--- config.mk ---
export PLATFORM = sky130hd
export DESIGN_NAME = rs485_slave_frame_protocol
export DESIGN_NICKNAME = d
export VERILOG_FILES = /design/src/hw/rtl/rs485s_pkg.sv /design/src/hw/rtl/rs485_slave_frame_protocol.sv /design/src/hw/rtl/rs485s_bufs.sv /design/src/hw/rtl/rs485s_engine.sv
export SDC_FILE = /design/constraint.sdc
export NUM_CORES = 1
export LEC_CHECK = 0
export BUFFER_PORTS_ARGS = -buffer_cell sky130_fd_sc_hd__buf_2
export CAP_MARGIN = 25
export CELL_PAD_IN_SITES_DETAIL_PLACEMENT = 2
export CELL_PAD_IN_SITES_GLOBAL_PLACEMENT = 2
export CORE_MARGIN = 3
export CORE_UTILIZATION = 40
export DETAILED_ROUTE_END_ITERATION = 7
export PLACE_DENSITY_LB_ADDON = 0.1
export SLEW_MARGIN = 25
export SYNTH_ARGS = -nofsm -noshare
export SYNTH_HDL_FRONTEND = slang
export SYNTH_SLANG_ARGS = --single-unit
--- constraint.sdc ---
create_clock -name clock -period 4.18 [get_ports clock]
set_input_delay 0.209 -clock clock [delete_from_list [all_inputs] [get_ports clock]]
set_output_delay 0.209 -clock clock [all_outputs]
set_load 0.01 [all_outputs]
--- src/hw/rtl/rs485s_pkg.sv ---
// package for the rs485 slave frame engine
// holds command codes, register indices, payload types and the crc byte function
// no dependencies
`default_nettype none
package rs485s_pkg;

   localparam int RxDepthDefault = 32;
   localparam int TxDepthDefault = 32;

   typedef enum logic [2:0] {
      CMD_RX_BYTE = 3'd0,
      CMD_TICK    = 3'd1,
      CMD_POLL    = 3'd2,
      CMD_SEND    = 3'd3,
      CMD_TX_RDY  = 3'd4,
      CMD_WR_TX   = 3'd5,
      CMD_RD_RX   = 3'd6,
      CMD_NOP     = 3'd7
   } cmd_type;

   localparam logic [1:0] CSR_NODE_ADDR = 2'd0;
   localparam logic [1:0] CSR_ANS_TMO   = 2'd1;
   localparam logic [1:0] CSR_RX_TMO    = 2'd2;
   localparam logic [1:0] CSR_TURN      = 2'd3;

   localparam logic [7:0]  STX_BYTE  = 8'h02;
   localparam logic [15:0] CRC_POLY  = 16'h1021;
   localparam logic [15:0] CRC_INIT  = 16'hFFFF;
   localparam logic [6:0]  EXT_ADDR  = 7'd126;

   typedef struct packed {
      logic [2:0] command;
      logic [7:0] data;
      logic [4:0] index;
      logic [5:0] answer_length;
   } req_type;

   typedef struct packed {
      logic [7:0] tx_byte;
      logic       tx_byte_valid;
      logic       transmitter_active;
      logic       bus_drive;
      logic       request_waiting;
      logic [7:0] request_length;
      logic [7:0] read_byte;
   } rsp_type;

   // memory access requests from the control engine to the buffers
   typedef struct packed {
      logic       rx_we;
      logic [7:0] rx_waddr;
      logic       rx_re;
      logic [7:0] rx_raddr;
      logic       tx_we;
      logic [7:0] tx_waddr;
      logic       tx_re;
      logic [7:0] tx_raddr;
      logic [7:0] wdata;
   } mem_req_type;

   function automatic logic [15:0] crc_byte(input logic [15:0] crc, input logic [7:0] b);
      logic [15:0] c;
      c = crc ^ {b, 8'h00};
      for (int i = 0; i < 8; i++) begin
         c = c[15] ? ((c << 1) ^ CRC_POLY) : (c << 1);
      end
      return c;
   endfunction

endpackage
`default_nettype wire

--- src/hw/rtl/rs485_slave_frame_protocol.sv ---
// rs485 slave frame engine, top level
// path: an accepted item passes the engine step into stage 1, then the registered buffer read
// is merged into the output register, which holds the result until it is taken
// throughput: one item per cycle sustained; a stalled result holds the whole pipe
// reset: synchronous, active high; buffers hold no reset and read undefined until written
`default_nettype none
module rs485_slave_frame_protocol #(
   parameter int RX_BUFFER_DEPTH = rs485s_pkg::RxDepthDefault,
   parameter int TX_BUFFER_DEPTH = rs485s_pkg::TxDepthDefault
) (
   input  wire logic        clock,
   input  wire logic        reset,
   input  wire logic        req_tvalid,
   output logic             req_tready,
   // command[2:0], data[10:3], index[15:11], answer_length[21:16], zero pad[23:22]
   input  wire logic [23:0] req_tdata,
   output logic             rsp_tvalid,
   input  wire logic        rsp_tready,
   // tx_byte[7:0], tx_byte_valid[8], transmitter_active[9], bus_drive[10],
   // request_waiting[11], request_length[19:12], read_byte[27:20], zero pad[31:28]
   output logic [31:0]      rsp_tdata,
   input  wire logic        csr_we,
   input  wire logic [1:0]  csr_index,
   input  wire logic [8:0]  csr_wdata
);
   rs485s_pkg::req_type     req;
   rs485s_pkg::rsp_type     ersp;
   rs485s_pkg::mem_req_type mreq;
   logic [7:0]  rx_rdata, tx_rdata;
   logic        go, rd_rx, rd_tx;
   logic        s1_v_ff, s1_rdrx_ff, s1_rdtx_ff;
   rs485s_pkg::rsp_type s1_ff;
   logic        out_v_ff;
   rs485s_pkg::rsp_type out_ff, s1_fix;
   logic        tx_fix_ff;

   assign req.command       = req_tdata[2:0];
   assign req.data          = req_tdata[10:3];
   assign req.index         = req_tdata[15:11];
   assign req.answer_length = req_tdata[21:16];

   // stage 1 moves on whenever the output register is free or emptying
   logic adv;
   assign adv = !out_v_ff || rsp_tready;
   // a tx payload byte read must not overlap a held stage; simple: accept only when advancing
   assign req_tready = adv;
   assign go = req_tvalid && req_tready;

   rs485s_engine #(.RX_DEPTH(RX_BUFFER_DEPTH), .TX_DEPTH(TX_BUFFER_DEPTH)) u_eng (
      .clock, .reset, .go, .req,
      .csr_we, .csr_idx(csr_index), .csr_val(csr_wdata), .csr_hit(1'b1),
      .crc_fix_en(tx_fix_ff), .crc_fix_byte(tx_rdata),
      .mreq, .rsp(ersp), .rd_rx, .rd_tx
   );

   rs485s_bufs #(.RX_DEPTH(RX_BUFFER_DEPTH), .TX_DEPTH(TX_BUFFER_DEPTH)) u_bufs (
      .clock, .mreq, .rx_rdata, .tx_rdata
   );

   always_comb begin
      s1_fix = s1_ff;
      if (s1_rdrx_ff) s1_fix.read_byte = rx_rdata;
      if (s1_rdtx_ff) s1_fix.tx_byte = tx_rdata;
   end

   // the crc of a transmitted payload byte is folded in once, the cycle after its read
   always_ff @(posedge clock) begin
      if (reset) begin
         tx_fix_ff <= 1'b0;
      end else begin
         tx_fix_ff <= go && rd_tx;
      end
   end

   always_ff @(posedge clock) begin
      if (reset) begin
         s1_v_ff <= 1'b0; out_v_ff <= 1'b0;
         s1_rdrx_ff <= 1'b0; s1_rdtx_ff <= 1'b0;
      end else if (adv) begin
         s1_v_ff <= go;
         s1_rdrx_ff <= go && rd_rx;
         s1_rdtx_ff <= go && rd_tx;
         out_v_ff <= s1_v_ff;
      end
   end

   always_ff @(posedge clock) begin
      if (adv) begin
         s1_ff <= ersp;
         out_ff <= s1_fix;
      end
   end

   assign rsp_tvalid = out_v_ff;
   assign rsp_tdata = {4'h0, out_ff.read_byte, out_ff.request_length, out_ff.request_waiting,
                       out_ff.bus_drive, out_ff.transmitter_active, out_ff.tx_byte_valid,
                       out_ff.tx_byte};
endmodule
`default_nettype wire

--- src/hw/rtl/rs485s_bufs.sv ---
// receive and transmit buffer memories with registered read data
// depends on rs485s_pkg
`default_nettype none
module rs485s_bufs #(
   parameter int RX_DEPTH = rs485s_pkg::RxDepthDefault,
   parameter int TX_DEPTH = rs485s_pkg::TxDepthDefault
) (
   input  wire logic                   clock,
   input  wire rs485s_pkg::mem_req_type mreq,
   output logic [7:0]                  rx_rdata,
   output logic [7:0]                  tx_rdata
);
   localparam int RxAw = (RX_DEPTH > 1) ? $clog2(RX_DEPTH) : 1;
   localparam int TxAw = (TX_DEPTH > 1) ? $clog2(TX_DEPTH) : 1;

   logic [7:0] rx_mem [RX_DEPTH];
   logic [7:0] tx_mem [TX_DEPTH];
   logic [7:0] rx_rdata_ff;
   logic [7:0] tx_rdata_ff;

   always_ff @(posedge clock) begin
      if (mreq.rx_we) rx_mem[mreq.rx_waddr[RxAw-1:0]] <= mreq.wdata;
      if (mreq.rx_re) rx_rdata_ff <= rx_mem[mreq.rx_raddr[RxAw-1:0]];
   end

   always_ff @(posedge clock) begin
      if (mreq.tx_we) tx_mem[mreq.tx_waddr[TxAw-1:0]] <= mreq.wdata;
      if (mreq.tx_re) tx_rdata_ff <= tx_mem[mreq.tx_raddr[TxAw-1:0]];
   end

   assign rx_rdata = rx_rdata_ff;
   assign tx_rdata = tx_rdata_ff;
endmodule
`default_nettype wire

--- src/hw/rtl/rs485s_engine.sv ---
// protocol engine: rx/tx frame sequencing, crc, flags and timers
// depends on rs485s_pkg; drives the buffer memories through a mem_req_type
`default_nettype none
module rs485s_engine #(
   parameter int RX_DEPTH = rs485s_pkg::RxDepthDefault,
   parameter int TX_DEPTH = rs485s_pkg::TxDepthDefault
) (
   input  wire logic                    clock,
   input  wire logic                    reset,
   input  wire logic                    go,
   input  wire rs485s_pkg::req_type     req,
   input  wire logic                    csr_we,
   input  wire logic [1:0]              csr_idx,
   input  wire logic [8:0]              csr_val,
   input  wire logic                    csr_hit,
   input  wire logic                    crc_fix_en,
   input  wire logic [7:0]              crc_fix_byte,
   output rs485s_pkg::mem_req_type      mreq,
   output rs485s_pkg::rsp_type          rsp,
   output logic                         rd_rx,
   output logic                         rd_tx
);
   localparam logic [8:0] RxD = 9'(RX_DEPTH);
   localparam logic [8:0] TxD = 9'(TX_DEPTH);

   logic [8:0]  node_ff, node_in;
   logic [7:0]  atmo_ff, atmo_in, rtmo_ff, rtmo_in, turn_ff, turn_in;
   logic [2:0]  rxph_ff, rxph_in, txph_ff, txph_in;
   logic [15:0] crc_ff, crc_in, rcrc_ff, rcrc_in;
   logic [8:0]  faddr_ff, faddr_in;
   logic [7:0]  flen_ff, flen_in, rxcnt_ff, rxcnt_in;
   logic [5:0]  txcnt_ff, txcnt_in, alen_ff, alen_in;
   logic [7:0]  acc_ff, acc_in;
   logic        f_sync_ff, f_rxsync_ff, f_forme_ff, f_ovr_ff, f_wait_ff, f_proc_ff;
   logic        f_valid_ff, f_abort_ff, f_txa_ff, f_drive_ff;
   logic        f_sync_in, f_rxsync_in, f_forme_in, f_ovr_in, f_wait_in, f_proc_in;
   logic        f_valid_in, f_abort_in, f_txa_in, f_drive_in;
   logic [7:0]  wpt_ff, wpt_in, ant_ff, ant_in, rct_ff, rct_in;
   logic [15:0] crc_cur;
   logic [15:0] crc_upd;
   logic [7:0]  crc_src, txb;
   logic        txv;
   logic        tx_mem_pending;
   logic [8:0]  sum_addr;

   localparam logic [2:0] TX_IDLE = 3'd6;

   always_comb begin
      // fold in the tx payload byte read from memory in the previous cycle
      crc_cur = crc_fix_en ? rs485s_pkg::crc_byte(crc_ff, crc_fix_byte) : crc_ff;
      node_in = node_ff; atmo_in = atmo_ff; rtmo_in = rtmo_ff; turn_in = turn_ff;
      rxph_in = rxph_ff; txph_in = txph_ff; crc_in = crc_cur; rcrc_in = rcrc_ff;
      faddr_in = faddr_ff; flen_in = flen_ff; rxcnt_in = rxcnt_ff; txcnt_in = txcnt_ff;
      alen_in = alen_ff; acc_in = acc_ff;
      f_sync_in = f_sync_ff; f_rxsync_in = f_rxsync_ff; f_forme_in = f_forme_ff;
      f_ovr_in = f_ovr_ff; f_wait_in = f_wait_ff; f_proc_in = f_proc_ff;
      f_valid_in = f_valid_ff; f_abort_in = f_abort_ff; f_txa_in = f_txa_ff;
      f_drive_in = f_drive_ff;
      wpt_in = wpt_ff; ant_in = ant_ff; rct_in = rct_ff;
      mreq = '0;
      mreq.wdata = req.data;
      txb = 8'h00; txv = 1'b0; tx_mem_pending = 1'b0;
      rd_rx = 1'b0; rd_tx = 1'b0;
      crc_src = req.data;
      crc_upd = rs485s_pkg::crc_byte(crc_cur, crc_src);
      sum_addr = faddr_ff + {1'b0, req.data};

      if (csr_we && csr_hit) begin
         case (csr_idx)
            rs485s_pkg::CSR_NODE_ADDR: node_in = csr_val;
            rs485s_pkg::CSR_ANS_TMO:   atmo_in = csr_val[7:0];
            rs485s_pkg::CSR_RX_TMO:    rtmo_in = csr_val[7:0];
            default:                   turn_in = csr_val[7:0];
         endcase
      end

      if (go) begin
         case (rs485s_pkg::cmd_type'(req.command))
            rs485s_pkg::CMD_RX_BYTE: begin
               rct_in = rtmo_ff;
               case (rxph_ff)
                  3'd0: begin
                     if (req.data != rs485s_pkg::STX_BYTE) begin
                        rct_in = 8'd0;
                     end else begin
                        crc_in = rs485s_pkg::CRC_INIT;
                        f_forme_in = 1'b0;
                        f_ovr_in = f_proc_ff;
                        rxph_in = 3'd1;
                     end
                  end
                  3'd1: begin
                     f_rxsync_in = req.data[7];
                     faddr_in = {2'b00, req.data[6:0]};
                     rxph_in = 3'd3;
                     if (req.data[6:0] == rs485s_pkg::EXT_ADDR) rxph_in = 3'd2;
                     else if ({2'b00, req.data[6:0]} == node_ff) f_forme_in = 1'b1;
                     crc_in = crc_upd;
                  end
                  3'd2: begin
                     faddr_in = sum_addr;
                     if (sum_addr == node_ff) f_forme_in = 1'b1;
                     rxph_in = 3'd3;
                     crc_in = crc_upd;
                  end
                  3'd3: begin
                     flen_in = req.data;
                     if (f_forme_ff && !f_ovr_ff) acc_in = req.data;
                     crc_in = crc_upd;
                     rxcnt_in = 8'd0;
                     rxph_in = 3'd4;
                  end
                  3'd4: begin
                     if (rxcnt_ff < flen_ff) begin
                        if ({1'b0, rxcnt_ff} < RxD && f_forme_ff && !f_ovr_ff) begin
                           mreq.rx_we = 1'b1;
                           mreq.rx_waddr = rxcnt_ff;
                        end
                        crc_in = crc_upd;
                        rxcnt_in = rxcnt_ff + 8'd1;
                     end else begin
                        rcrc_in = {req.data, 8'h00};
                        rxph_in = 3'd5;
                     end
                  end
                  3'd5: begin
                     rct_in = 8'd0;
                     rcrc_in = rcrc_ff + {8'h00, req.data};
                     rxph_in = 3'd0;
                     if (rcrc_in == crc_cur) begin
                        if (!f_forme_ff) begin
                           f_wait_in = 1'b0;
                        end else if (acc_ff == 8'd0 ||
                                     (f_rxsync_ff == f_sync_ff && !f_proc_ff && !f_valid_ff) ||
                                     (f_rxsync_ff != f_sync_ff && f_ovr_ff)) begin
                           f_wait_in = 1'b0; f_sync_in = 1'b0; f_valid_in = 1'b0;
                           f_abort_in = 1'b1; f_drive_in = 1'b1;
                           wpt_in = (turn_ff != 8'd0) ? turn_ff : 8'd1;
                        end else if (f_rxsync_ff == f_sync_ff) begin
                           if (!f_proc_ff) begin
                              f_drive_in = 1'b1;
                              wpt_in = (turn_ff != 8'd0) ? turn_ff : 8'd1;
                           end
                        end else begin
                           f_sync_in = f_rxsync_ff;
                           f_wait_in = 1'b1;
                           f_valid_in = 1'b0;
                           f_abort_in = 1'b0;
                           ant_in = atmo_ff;
                        end
                     end
                  end
                  default: rxph_in = 3'd0;
               endcase
            end
            rs485s_pkg::CMD_TICK: begin
               if (wpt_ff != 8'd0) begin
                  wpt_in = wpt_ff - 8'd1;
                  if (wpt_ff == 8'd1) begin
                     txph_in = 3'd0;
                     f_txa_in = 1'b1;
                  end
               end
               if (ant_ff != 8'd0) begin
                  ant_in = ant_ff - 8'd1;
                  if (ant_ff == 8'd1) f_wait_in = 1'b0;
               end
               if (rct_ff != 8'd0) begin
                  rct_in = rct_ff - 8'd1;
                  if (rct_ff == 8'd1) rxph_in = 3'd0;
               end
            end
            rs485s_pkg::CMD_POLL: begin
               if (f_wait_ff) f_proc_in = 1'b1;
            end
            rs485s_pkg::CMD_SEND: begin
               f_proc_in = 1'b0;
               if (!f_abort_ff) begin
                  ant_in = 8'd0;
                  alen_in = ({3'b000, req.answer_length} > TxD) ? 6'(TX_DEPTH)
                                                               : req.answer_length;
                  f_valid_in = 1'b1;
                  f_abort_in = 1'b1;
                  if (rxph_ff == 3'd0 && txph_ff == TX_IDLE && f_wait_ff) begin
                     f_drive_in = 1'b1;
                     wpt_in = (turn_ff != 8'd0) ? turn_ff : 8'd1;
                  end
               end
               f_wait_in = 1'b0;
            end
            rs485s_pkg::CMD_TX_RDY: begin
               if (f_txa_ff) begin
                  txv = 1'b1;
                  case (txph_ff)
                     3'd0: begin
                        txb = rs485s_pkg::STX_BYTE;
                        crc_in = rs485s_pkg::CRC_INIT;
                        txph_in = 3'd1;
                     end
                     3'd1: begin
                        txb = f_sync_ff ? 8'h80 : 8'h00;
                        crc_src = txb;
                        crc_upd = rs485s_pkg::crc_byte(crc_cur, crc_src);
                        crc_in = crc_upd;
                        txph_in = 3'd2;
                     end
                     3'd2: begin
                        flen_in = f_valid_ff ? {2'b00, alen_ff} : 8'd0;
                        txb = flen_in;
                        crc_src = txb;
                        crc_upd = rs485s_pkg::crc_byte(crc_cur, crc_src);
                        crc_in = crc_upd;
                        txcnt_in = 6'd0;
                        txph_in = 3'd3;
                     end
                     3'd3: begin
                        if ({2'b00, txcnt_ff} < flen_ff && {3'b000, txcnt_ff} < TxD) begin
                           // byte comes from memory; crc finished in the next cycle
                           mreq.tx_re = 1'b1;
                           mreq.tx_raddr = {2'b00, txcnt_ff};
                           tx_mem_pending = 1'b1;
                           txcnt_in = txcnt_ff + 6'd1;
                        end else begin
                           txb = crc_cur[15:8];
                           txph_in = 3'd4;
                        end
                     end
                     3'd4: begin
                        txb = crc_cur[7:0];
                        txph_in = 3'd5;
                     end
                     3'd5: begin
                        txb = 8'hFF;
                        txph_in = TX_IDLE;
                     end
                     default: begin
                        txv = 1'b0;
                        f_txa_in = 1'b0;
                        f_drive_in = 1'b0;
                     end
                  endcase
               end
            end
            rs485s_pkg::CMD_WR_TX: begin
               if ({4'b0000, req.index} < TxD) begin
                  mreq.tx_we = 1'b1;
                  mreq.tx_waddr = {3'b000, req.index};
               end
            end
            rs485s_pkg::CMD_RD_RX: begin
               if ({4'b0000, req.index} < RxD) begin
                  mreq.rx_re = 1'b1;
                  mreq.rx_raddr = {3'b000, req.index};
                  rd_rx = 1'b1;
               end
            end
            default: ;
         endcase
      end
      rd_tx = tx_mem_pending;

      rsp.tx_byte = txv ? txb : 8'h00;
      rsp.tx_byte_valid = txv;
      rsp.transmitter_active = f_txa_in;
      rsp.bus_drive = f_drive_in;
      rsp.request_waiting = f_wait_in;
      rsp.request_length = acc_in;
      rsp.read_byte = 8'h00;
   end

   always_ff @(posedge clock) begin
      if (reset) begin
         node_ff <= 9'd100; atmo_ff <= 8'd100; rtmo_ff <= 8'd10; turn_ff <= 8'd3;
         rxph_ff <= 3'd0; txph_ff <= TX_IDLE; crc_ff <= rs485s_pkg::CRC_INIT;
         rcrc_ff <= '0; faddr_ff <= '0; flen_ff <= '0; rxcnt_ff <= '0; txcnt_ff <= '0;
         alen_ff <= '0; acc_ff <= '0;
         f_sync_ff <= 1'b0; f_rxsync_ff <= 1'b0; f_forme_ff <= 1'b0; f_ovr_ff <= 1'b0;
         f_wait_ff <= 1'b0; f_proc_ff <= 1'b0; f_valid_ff <= 1'b0; f_abort_ff <= 1'b0;
         f_txa_ff <= 1'b0; f_drive_ff <= 1'b0;
         wpt_ff <= '0; ant_ff <= '0; rct_ff <= '0;
      end else begin
         node_ff <= node_in; atmo_ff <= atmo_in; rtmo_ff <= rtmo_in; turn_ff <= turn_in;
         rxph_ff <= rxph_in; txph_ff <= txph_in; rcrc_ff <= rcrc_in;
         // a payload byte read from memory updates the crc in the following cycle
         crc_ff <= crc_in;
         faddr_ff <= faddr_in; flen_ff <= flen_in; rxcnt_ff <= rxcnt_in;
         txcnt_ff <= txcnt_in; alen_ff <= alen_in; acc_ff <= acc_in;
         f_sync_ff <= f_sync_in; f_rxsync_ff <= f_rxsync_in; f_forme_ff <= f_forme_in;
         f_ovr_ff <= f_ovr_in; f_wait_ff <= f_wait_in; f_proc_ff <= f_proc_in;
         f_valid_ff <= f_valid_in; f_abort_ff <= f_abort_in; f_txa_ff <= f_txa_in;
         f_drive_ff <= f_drive_in;
         wpt_ff <= wpt_in; ant_ff <= ant_in; rct_ff <= rct_in;
      end
   end
endmodule
`default_nettype wire

==> run_results.csv <==
group,metric,value,unit
global_routing,grt_max_degree,86,
cts,clk_latency,650,ps
placed_design,dp.cells,3857,
routing,drt_iter0_markers,1652,
logic_synthesis,synthArstFlopShare,0,%
worst_setup_path,cp_slowest_cell,"a221oi_1",
cts,cts-root-buf,"clkbuf_16",
pwr,power.switching,3.81,mW
cells_and_area,fin_util,46.4,%
floorplan,design.core.area,82600,um^2
worst_hold_path,min-delay-start,"req_tdata[3]",
cells_and_area,drive_gt1_share,13.5,%
worst_setup_path,critPathMaxStageDelay,570,ps
routing,routedWlPerCell,28.8,um
timing,clock_skew,31.7,ps
global_routing,grt-ovfl-total,0,
timing,tns,0,ps
timing,rsz0062_at_grt,"no",
worst_setup_path,reg2regPathDepth,13,
routing,vias,23900,
timing,setup_viol,0,
cts,clockBufferDepth,3,
routing,viasPerCell,5.94,
timing,layout_min_cycle_time,3830,ps
worst_setup_path,r2r_slack,350,ps
pwr,swShare,23.5,%
logic_synthesis,synth-main-ff-cell,"edfxtp_1",
cts,cts_tree,"yes",
worst_setup_path,critPathMostFrequentCell,"buf_4",
floorplan,die_y,296,um
worst_setup_path,path_class,"register to register",
global_routing,grt_pass1_wl,174,mm
timing,hold_viol_final,0,
placed_design,dp_hpwl,78.0,mm
floorplan,initial_core_util,40.7,%
worst_setup_path,arrival,4300,ps
pwr,p_total,16.2,mW
placed_design,place.gp.congestion,0.924,
logic_synthesis,yosysSeqAreaShare,60.7,%
logic_synthesis,synth_cell_types,94,
cells_and_area,syn_to_final_growth,14.1,%
logic_synthesis,syn_inst,2781,
worst_setup_path,required,4650,ps
routing,dr.pass1.iters,5,
logic_synthesis,synth.avg_cell_area,12.1,um^2
cts,clk_pin_slew,60,ps
pwr,peakVddDrop,295,uV
timing,fin_crit_sh,91.7,%
worst_setup_path,crit_start,"rsp_tvalid",
floorplan,rows,105,
cts,cts-htree-levels,3,
placed_design,port_buffers,67,
worst_setup_path,path_delay_family,"simple AND/OR/NAND/NOR gates",
pwr,p_per_area,423,nW/um^2
cells_and_area,final_cells,4028,
global_routing,antenna_found_initial,3,
worst_setup_path,cp.buffers_inverters,4,
floorplan,die_w,296,um
routing,drtAntennaViolNets,0,
logic_synthesis,synth_area_leader_cell,"edfxtp_1",
timing,max_slew_margin,25.4,%
routing,drcViolationCount,0,
cts,cts-buffers-inserted,82,
worst_setup_path,crit_fanout,11,
cts,clock_sinks,731,
timing,slew_violations,0,
pwr,pwr-share-clk,44.4,%
worst_hold_path,hold_path_class,"input pin to register",
worst_setup_path,worstPathCellList,"nor2b_1 > inv_2 > and2_0 > buf_4 > and3_1 > nand2_1 > buf_4 > a211oi_2 > buf_4 > nand3b_1 > a221oi_1 > o211ai_1 > nand3_1",
timing,whs,53.3,ps
timing,tightest_slew,1110,ps
pwr,seqPwrFrac,49.0,%
routing,drt-total-wl,116,mm
cells_and_area,fin_nets,2971,
logic_synthesis,synth_top_area_share,51.5,%
global_routing,gr-usage-all-layers,26.5,%
pwr,power_frac_comb,6.6,%
worst_setup_path,reg2reg_to,"u_bufs.tx_rdata[3]",
worst_setup_path,worstReg2RegStart,"rsp_tvalid",
worst_setup_path,startpoint_type,"register",
pwr,p_int,12.4,mW
global_routing,grt_pass1_vias,26000,
floorplan,dieArea,87600,um^2
logic_synthesis,syn-cell-area,33600,um^2
worst_hold_path,holdPathStages,4,
floorplan,pin_count,74,
logic_synthesis,ys_seq_elements,731,
logic_synthesis,ys.warnings.count,0,
logic_synthesis,synth_edf_count,576,
logic_synthesis,ys_top_cells_by_area,"edfxtp_1, dfxtp_1, mux2i_1",
timing,fmax,261,MHz
pwr,leakagePower,13.0,nW
run,max_cap_violations,0,
outcome,run_status,"finished clean",
worst_hold_path,hold_end,"u_eng.rcrc_ff[0]",
worst_setup_path,crit_path_end_kind,"register",
==> synthesized netlist by cell type (11+ instances only) <==
master and number:
edfxtp_1 576, nand2_1 343, nor2_1 230, dfxtp_1 155, a21oi_1 152, mux2i_1 151, clkbuf_1 129, nand3_1 92
xnor2_1 87, o21ai_0 57, a211oi_1 50, nor3_1 47, mux2_2 43, o22ai_1 41, xor2_1 39, ha_1 38
a311oi_1 37, inv_1 36, and2_1 29, and3_1 29, a21o_1 24, a221oi_1 24, nor2b_1 21, buf_1 20
nand4_1 18, mux4_2 16, nand3b_1 16, nor4_1 16, nand2b_1 15, a22oi_1 13, buf_2 13, o211ai_1 13
o221ai_1 13, or3_1 12, o2111ai_1 11, o21a_1 11
==> stage by stage <==
step,area [um^2],worst slack (ps)
after floorplan,33600,149
after global placement,35500,214
after detailed placement,35500,152
after CTS,38300,94.1
after global routing,38400,73.6
final,38400,349
==> registers in the layout, summed over array words and instances (netlist names), 9 cells and up <==
signal / count
u_bufs.rx_mem: 256
u_bufs.tx_mem: 256
rsp_tdata: 28
s1_ff: 20
u_eng.crc_ff: 16
u_eng.rcrc_ff: 16
u_eng.faddr_ff: 9
u_eng.node_ff: 9
==> worst max-delay path by stage <==
stage                           endpoint  slack [ps]  cells past startpoint
floorplan           u_bufs.tx_mem[12][0]         150                      8
global placement         u_eng.wpt_ff[3]         210                     12
detailed placement       u_eng.wpt_ff[2]         150                     13
CTS                      u_eng.wpt_ff[2]          90                     14
global route             u_eng.wpt_ff[2]          70                     13
finish                u_bufs.tx_rdata[3]         350                     13
==> cells in the final DEF (no fill, tap or decap), types with 26 or more instances in the layout <==
master and instances:
xnor2_1 87, o22ai_1 41, and3_1 29, a311oi_1 37, inv_1 35, buf_2 60
nor3_1 45, and2_1 26, dfxtp_1 154, clkbuf_16 82, a211oi_1 48, xor2_1 39
buf_4 110, mux2i_1 151, nand3_1 92, o21ai_0 56, nor2_1 230, edfxtp_1 576
a21oi_1 152, ha_1 38, mux2_2 43, nand2_1 342
==> cell families (layout without fill, tap and decap cells) <==
family	after synthesis	after routing	share of synthesized area, %
and+or+nand+nor	896	896	12.1
DFF	731	731	60.7
AOI/OAI and AO/OA	542	542	11.2
muxes	216	216	7.38
buffers and inverters	207	379	2.44
xor gates and xnor gates	148	148	4.67
adders and majority gates	40	40	1.53
other	1	6	0.0112
==> worst min-delay path: cells and delay by family <==
kind                       cells  cell delay (ps)
AOI/OAI and AO/OA              1               70
adders and majority gates      1              160
buffers and inverters          1              110
and+or+nand+nor                1               80
==> power groups by stage <==
stage               clock [mW]  combinational, mW  sequential, mW
floorplan                    0              0.613            8.09
global placement             0               1.01            8.10
detailed placement           0               1.05            8.10
CTS                       7.36               1.07            7.95
global route              7.64               1.15            7.95
finish                    7.20               1.07            7.95
==> area by class of cell <==
| class | count | area (um^2) |
|---|---|---|
| Tap cell | 1070 | 1340 |
| Clock inverter | 52 | 508 |
| Multi-Input combinational cell | 1846 | 12500 |
| Clock buffer | 97 | 2130 |
| Sequential cell | 731 | 20400 |
| Antenna cell | 2 | 5.00 |
| Inverter | 39 | 146 |
| Timing Repair Buffer | 191 | 1340 |
| Fill cell | 8098 | 44300 |
==> routing by layer <==
layer  vias up  part of all wire, %  wire length [um]  global-route usage [%]
met1     12500                   43             49800                    34.8
met5         -                    0                 0                       0
met2       587                   50             57800                    46.2
li1      10600                    -                 -                       -
met3       192                  4.0              4670                    2.88
met4         0                  3.2              3670                    8.42
==> what timing repair did <==
| action | 4_1_cts | 5_1_grt |
|---|---|---|
| setup endpoints to repair | 0 | 15 |
| endpoints found under the hold margin | 41 | 0 |
| hold buffers | 20 | 0 |
| setup buffers | 0 | 0 |
| resized for setup | 0 | 2 |
No activity file was read; power rests on OpenSTA's default activity.
